$ cat src/sv/fvn_pkg.sv
`timescale 1ns / 1ps
package fvn_pkg;

  localparam int LANE_W = 25;
  localparam int POW_W  = 33;
  localparam int AMP_W  = 36;

  localparam logic [POW_W-1:0] POW_INIT = 33'd256;
  localparam logic [POW_W-1:0] POW_CAP  = 33'h1_0000_0000;
  localparam logic [AMP_W-1:0] AMP_INIT = 36'd16384;
  localparam logic [AMP_W-1:0] AMP_CAP  = 36'h8_0000_0000;
  localparam logic [11:0]      LAC_MIN  = 12'd256;
  localparam logic [15:0]      PERS_MIN = 16'd164;

  localparam logic [2:0] CFG_OCT = 3'd0;
  localparam logic [2:0] CFG_LAC = 3'd1;
  localparam logic [2:0] CFG_PER = 3'd2;
  localparam logic [2:0] CFG_GW  = 3'd3;
  localparam logic [2:0] CFG_GH  = 3'd4;

  localparam logic [3:0]  RST_OCT = 4'd4;
  localparam logic [11:0] RST_LAC = 12'd512;
  localparam logic [15:0] RST_PER = 16'd8192;
  localparam logic [8:0]  RST_GW  = 9'd256;
  localparam logic [8:0]  RST_GH  = 9'd256;

  localparam logic ACT_LOAD  = 1'b0;
  localparam logic ACT_QUERY = 1'b1;

  localparam logic [1:0] DOP_BLEND = 2'd0;
  localparam logic [1:0] DOP_WMOD  = 2'd1;
  localparam logic [1:0] DOP_PMOD  = 2'd2;

  localparam logic [1:0] CRN_AA = 2'd0;
  localparam logic [1:0] CRN_BA = 2'd1;
  localparam logic [1:0] CRN_AB = 2'd2;
  localparam logic [1:0] CRN_BB = 2'd3;

  localparam logic [1:0] BL_BOT = 2'd0;
  localparam logic [1:0] BL_TOP = 2'd1;
  localparam logic [1:0] BL_MID = 2'd2;

  typedef struct packed {
    logic       mem_we;
    logic       q_init;
    logic       pow_step;
    logic       amp_step;
    logic       div_start;
    logic [1:0] div_op;
    logic       div_cap;
    logic       crn;
    logic       rd_en;
    logic [1:0] rd_sel;
    logic       cap_en;
    logic [1:0] cap_sel;
    logic       bl_en;
    logic [1:0] bl_sel;
    logic       mul;
    logic       acc;
    logic       fd_start;
    logic       fd_cap;
    logic       out_fire;
  } ctl_cmd_t;

  typedef struct packed {
    logic n_zero;
    logic pow_done;
    logic oct_last;
    logic div_done;
    logic fd_done;
  } ctl_sts_t;

endpackage

$ cat src/sv/fvn_ctrl.sv
`timescale 1ns / 1ps
module fvn_ctrl (
  input  logic              clk,
  input  logic              rst_n,
  input  logic              start,
  input  logic              in_action,
  input  fvn_pkg::ctl_sts_t sts,
  output fvn_pkg::ctl_cmd_t cmd,
  output logic              busy
);
  import fvn_pkg::*;

  localparam logic [4:0] S_IDLE = 5'd0;
  localparam logic [4:0] S_POW  = 5'd1;
  localparam logic [4:0] S_AMP  = 5'd2;
  localparam logic [4:0] S_D0   = 5'd3;
  localparam logic [4:0] S_D0W  = 5'd4;
  localparam logic [4:0] S_D1   = 5'd5;
  localparam logic [4:0] S_D1W  = 5'd6;
  localparam logic [4:0] S_D2   = 5'd7;
  localparam logic [4:0] S_D2W  = 5'd8;
  localparam logic [4:0] S_CRN  = 5'd9;
  localparam logic [4:0] S_RD0  = 5'd10;
  localparam logic [4:0] S_RD1  = 5'd11;
  localparam logic [4:0] S_RD2  = 5'd12;
  localparam logic [4:0] S_RD3  = 5'd13;
  localparam logic [4:0] S_RD4  = 5'd14;
  localparam logic [4:0] S_BL0  = 5'd15;
  localparam logic [4:0] S_BL1  = 5'd16;
  localparam logic [4:0] S_BL2  = 5'd17;
  localparam logic [4:0] S_MUL  = 5'd18;
  localparam logic [4:0] S_ACC  = 5'd19;
  localparam logic [4:0] S_FD   = 5'd20;
  localparam logic [4:0] S_FDW  = 5'd21;
  localparam logic [4:0] S_OUT  = 5'd22;

  logic [4:0] state_r;
  logic [4:0] state_nxt;

  always_comb begin
    cmd       = '0;
    state_nxt = state_r;
    case (state_r)
      S_IDLE: begin
        if (start) begin
          if (in_action == ACT_LOAD) begin
            cmd.mem_we = 1'b1;
          end else begin
            cmd.q_init = 1'b1;
            state_nxt  = sts.n_zero ? S_OUT : S_POW;
          end
        end
      end
      S_POW: begin
        if (sts.pow_done) state_nxt = S_AMP;
        else cmd.pow_step = 1'b1;
      end
      S_AMP: begin
        cmd.amp_step = 1'b1;
        state_nxt    = S_D0;
      end
      S_D0: begin
        cmd.div_start = 1'b1;
        cmd.div_op    = DOP_BLEND;
        state_nxt     = S_D0W;
      end
      S_D0W: begin
        cmd.div_op = DOP_BLEND;
        if (sts.div_done) begin
          cmd.div_cap = 1'b1;
          state_nxt   = S_D1;
        end
      end
      S_D1: begin
        cmd.div_start = 1'b1;
        cmd.div_op    = DOP_WMOD;
        state_nxt     = S_D1W;
      end
      S_D1W: begin
        cmd.div_op = DOP_WMOD;
        if (sts.div_done) begin
          cmd.div_cap = 1'b1;
          state_nxt   = S_D2;
        end
      end
      S_D2: begin
        cmd.div_start = 1'b1;
        cmd.div_op    = DOP_PMOD;
        state_nxt     = S_D2W;
      end
      S_D2W: begin
        cmd.div_op = DOP_PMOD;
        if (sts.div_done) begin
          cmd.div_cap = 1'b1;
          state_nxt   = S_CRN;
        end
      end
      S_CRN: begin
        cmd.crn   = 1'b1;
        state_nxt = S_RD0;
      end
      S_RD0: begin
        cmd.rd_en  = 1'b1;
        cmd.rd_sel = CRN_AA;
        state_nxt  = S_RD1;
      end
      S_RD1: begin
        cmd.rd_en   = 1'b1;
        cmd.rd_sel  = CRN_BA;
        cmd.cap_en  = 1'b1;
        cmd.cap_sel = CRN_AA;
        state_nxt   = S_RD2;
      end
      S_RD2: begin
        cmd.rd_en   = 1'b1;
        cmd.rd_sel  = CRN_AB;
        cmd.cap_en  = 1'b1;
        cmd.cap_sel = CRN_BA;
        state_nxt   = S_RD3;
      end
      S_RD3: begin
        cmd.rd_en   = 1'b1;
        cmd.rd_sel  = CRN_BB;
        cmd.cap_en  = 1'b1;
        cmd.cap_sel = CRN_AB;
        state_nxt   = S_RD4;
      end
      S_RD4: begin
        cmd.cap_en  = 1'b1;
        cmd.cap_sel = CRN_BB;
        state_nxt   = S_BL0;
      end
      S_BL0: begin
        cmd.bl_en  = 1'b1;
        cmd.bl_sel = BL_BOT;
        state_nxt  = S_BL1;
      end
      S_BL1: begin
        cmd.bl_en  = 1'b1;
        cmd.bl_sel = BL_TOP;
        state_nxt  = S_BL2;
      end
      S_BL2: begin
        cmd.bl_en  = 1'b1;
        cmd.bl_sel = BL_MID;
        state_nxt  = S_MUL;
      end
      S_MUL: begin
        cmd.mul   = 1'b1;
        state_nxt = S_ACC;
      end
      S_ACC: begin
        cmd.acc   = 1'b1;
        state_nxt = sts.oct_last ? S_FD : S_POW;
      end
      S_FD: begin
        cmd.fd_start = 1'b1;
        state_nxt    = S_FDW;
      end
      S_FDW: begin
        if (sts.fd_done) begin
          cmd.fd_cap = 1'b1;
          state_nxt  = S_OUT;
        end
      end
      S_OUT: begin
        cmd.out_fire = 1'b1;
        state_nxt    = S_IDLE;
      end
      default: state_nxt = S_IDLE;
    endcase
  end

  always_ff @(posedge clk) begin
    if (!rst_n) state_r <= S_IDLE;
    else state_r <= state_nxt;
  end

  assign busy = state_r != S_IDLE;
endmodule

$ cat config.mk
export PLATFORM = sky130hd
export DESIGN_NAME = fvn_ctrl
export DESIGN_NICKNAME = d
export VERILOG_FILES = /design/src/sv/fvn_pkg.sv /design/src/sv/fvn_ctrl.sv
export SDC_FILE = /design/constraint.sdc
export NUM_CORES = 1
export LEC_CHECK = 0
export BUFFER_PORTS_ARGS = -buffer_cell sky130_fd_sc_hd__buf_2
export CAP_MARGIN = 0
export CORE_MARGIN = 5
export CORE_UTILIZATION = 40
export CTS_BUF_LIST = sky130_fd_sc_hd__clkbuf_16
export DETAILED_ROUTE_END_ITERATION = 8
export PLACE_DENSITY = 0.71
export SYNTH_ARGS = -nofsm -noshare
export SYNTH_HDL_FRONTEND = slang
export SYNTH_SLANG_ARGS = --single-unit
$ cat constraint.sdc
create_clock -name clk -period 2.2 [get_ports clk]
set_input_delay 0 -clock clk [delete_from_list [all_inputs] [get_ports clk]]
set_output_delay 0 -clock clk [all_outputs]
set_load 0.01 [all_outputs]
==> metrics list <==
- Filler cell count in the final layout: 161
- At the worst endpoint, the required time is 2200 ps.
- The clock reaches the later pin of the worst-skew pair after 230 ps.
- Ant diodes: 0
- Power spread over the standard cell area amounts to 1450 nW/um2.
- Among all stages on the critical path, the largest delay is contributed by dfxtp_1.
- Setup_tns: 0 ps
- VDD sags by at most 0.905 mV.
- More flip-flops sit in one register than any other, and that register is state_r.
- Kind of path behind the tightest hold check: input pin to flip-flop
- In the routed layout, each cell is associated on average with a via count of 5.38.
- Global routing consumed, over all layers together, 16.0% of the routing resources.
- The worst setup path is launched from a flip-flop.
- Synthesized area divided by synthesized cell count: 6.83 um2
- Maximum root-to-sink buffer count: 2
- Syn Inst Count: 100
* Overall Power: 1.34 mW
- The first detailed-routing pass ran for 4 iterations.
- Effective utilization at floorplan: 40.9%
* CTS Hold Bufs: 0
- On the critical path the largest part of the delay comes from flip-flops.
- Critical Path End Type: output port
* Synth Net Count: 109
- First-pass GRT wire length: 3.29 mm
- Synthesis inferred 5 register bits.
- Slew @ Worst Pin: 521 ps
- The share of synthesized area in the top cell type comes to 14.7%.
- Maximum number of pins on one net before global-route repair: 23
- The largest registers in the layout are state_r x5.
- Deepest level of the CTS H-tree: 1
* CTS buffer count: 3
- After global routing the overflow that remains totals 0.
- Dividing the final minimum period by the clock period gives 86.5%.
- Headroom to the max-slew limit came out at 64.9%.
- Die width: 51.3 um
* Synthesized cell area: 683 um2
- Endpoint arrival time on the critical path: 1900 ps
- For this run, design rule violations remaining after detail routing come to 0.
- Number of placement rows: 15
- Skew final: 3.34 ps
* Worst path cell trace: or3b_4 -> a2111oi_0 -> buf_2
- TritonCTS built the clock tree.
- Post-CTS setup-driven buffer insertion count: 0
- Total core area: 1670 um2
* Per-cell routed wire length: 13.2 um
- Across all layers, the routed design uses 796 vias.
- After clock tree synthesis, the clock-pin slew on the worst setup and hold paths is 40 ps.
- Layout Nets: 141
* Library cell with the largest summed area after synthesis: dfxtp_1
- Max-cap violations in this run came to 0.
- Post-CTS Resized: 0
* Post-synthesis sequential area ratio: 14.7%
- Final HPWL from detailed placement: 1.56 mm
- The first routing iteration left 16 violations.
- Area added between synthesis and finish: 35.5%
- In the final layout, the share of cells above drive strength 1 is 37.4%.
- Largest stage delay on the critical path: 600 ps
- CP Buf/Inv Count: 1
- Wires add up to 1.95 mm.
* Count of input and output buffers: 32
- Area of all sequential standard cells: 100 um2
* Final Hold Vio Count: 0
- Once detail routing completed, the nets flagged for antenna violations numbered 0.
- From bottom edge to top edge, the die measures 51.3 um.
- In this run the static leakage power is 0.431 nW.
- Count of yosys warnings during synthesis: 0
- Run status: complete, no violations
- Routability-driven placement congestion ratio: 0.802
* Synth top area cells: dfxtp_1 15%, nor2_1 8.8%, nor3_1 7.3%
- Summing all multi-input logic gate instances after layout gives 513 um2.
- Time the worst path needs with I/O delays and setup: 1900 ps
* Die area: 2630 um2
* Flip-flop count of the largest register, all copies and words added: 5
* Final setup violation count: 0
- The clock drives 5 sinks.
- The initial antenna violation count came to 0.
- During I/O placement, the number of pins put on the boundary was 33.
* Critical Path Fanout Max: 14
- RSZ-0062 raised after global routing: false
* Highest achievable clock rate: 525 MHz
- The number of global-route vias before repair came to 773.
* Root Buffer: clkbuf_16
- Netlist cell types: 38
- The max-slew violation total from the final report was 0.
* Critical Setup Path Class: flip-flop to output port
==> where the power goes <==
group	internal (mW)	leakage [nW]	total [mW]	switching, mW
Sequential	0.126	0.0411	0.205	0.0793
Combinational	0.355	0.348	0.837	0.482
Clock	0.236	0.0423	0.298	0.0621
==> cells in the mapped netlist, drive strengths merged <==
library cell,n
nand2b,4
a32o,1
a211oi,2
nor3,11
mux2i,1
inv,6
buf,6
and3,1
or3,2
nor4b,1
a21oi,3
clkbuf,3
o211ai,1
o21ai,3
or3b,1
a2111oi,3
o311a,1
dfxtp,5
nor2,16
nand3,4
xnor2,2
nor4,2
o31ai,1
nor3b,1
nand2,13
xor2,1
or2,2
a21boi,3
==> cell families (layout without fill, tap and decap cells) <==
group,after synthesis,count (layout),share of synthesized area [%]
compound gates,18,18,23.1
xor+xnor,3,3,3.85
buf+inv,15,46,10.3
flops,5,5,14.7
mux,1,1,1.47
simple gates,58,58,46.7
==> final timing paths <==
path	startpoint	endpoint	slack, ps	cells past startpoint
hold reg to reg	state_r[3]$_SDFFE_PN0P_	state_r[3]$_SDFFE_PN0P_	670	2
setup reg to reg	state_r[3]$_SDFFE_PN0P_	state_r[1]$_SDFFE_PN0P_	310	5
hold / removal	rst_n	state_r[4]$_SDFFE_PN0P_	40	2
setup / recovery	state_r[3]$_SDFFE_PN0P_	cmd[15]	300	3
==> layer usage <==
| layer | up-vias | wire (um) | global-route usage [%] |
|---|---|---|---|
| met2 | 24 | 944 | 28.8 |
| li1 | 412 | - | - |
| met1 | 360 | 916 | 19.5 |
| met5 | - | 0 | 0 |
| met3 | 0 | 92 | 2.92 |
| met4 | 0 | 0 | 3.93 |
==> placed cells by master, fill, tap and decap left out, drive strengths merged, types with 3 or more instances in the layout <==
master	Yosys	routed
nand2b	4	4
inv	6	7
clkbuf	3	3
dfxtp	5	5
nand3	4	4
nor3	11	11
nor2	16	16
o21ai	3	3
a2111oi	3	3
buf	6	36
a21boi	3	3
a21oi	3	3
nand2	13	13
==> layout make-up <==
class	count	area share, %
Sequential cell	5	10.8
Tap cell	17	2.30
Inverter	6	2.43
Timing Repair Buffer	36	20.5
Clock inverter	1	0.405
Multi-Input combinational cell	80	55.4
Clock buffer	3	8.11
==> per-stage QoR <==
| step | worst slack, ps | cells | util, % | hold slack, ps | instance area (um2) |
|---|---|---|---|---|---|
| CTS | 287 | 148 | 55.4 | 47.1 | 926 |
| floorplan | 601 | 100 | - | 36.8 | 683 |
| finish | 296 | 148 | 55.4 | 41.1 | 926 |
| detailed placement | 329 | 144 | 50.7 | 270 | 847 |
| global placement | 380 | 144 | 50.7 | 268 | 847 |
| global route | 186 | 148 | 55.4 | 63.1 | 926 |
Power figures use the tool's default switching activity.
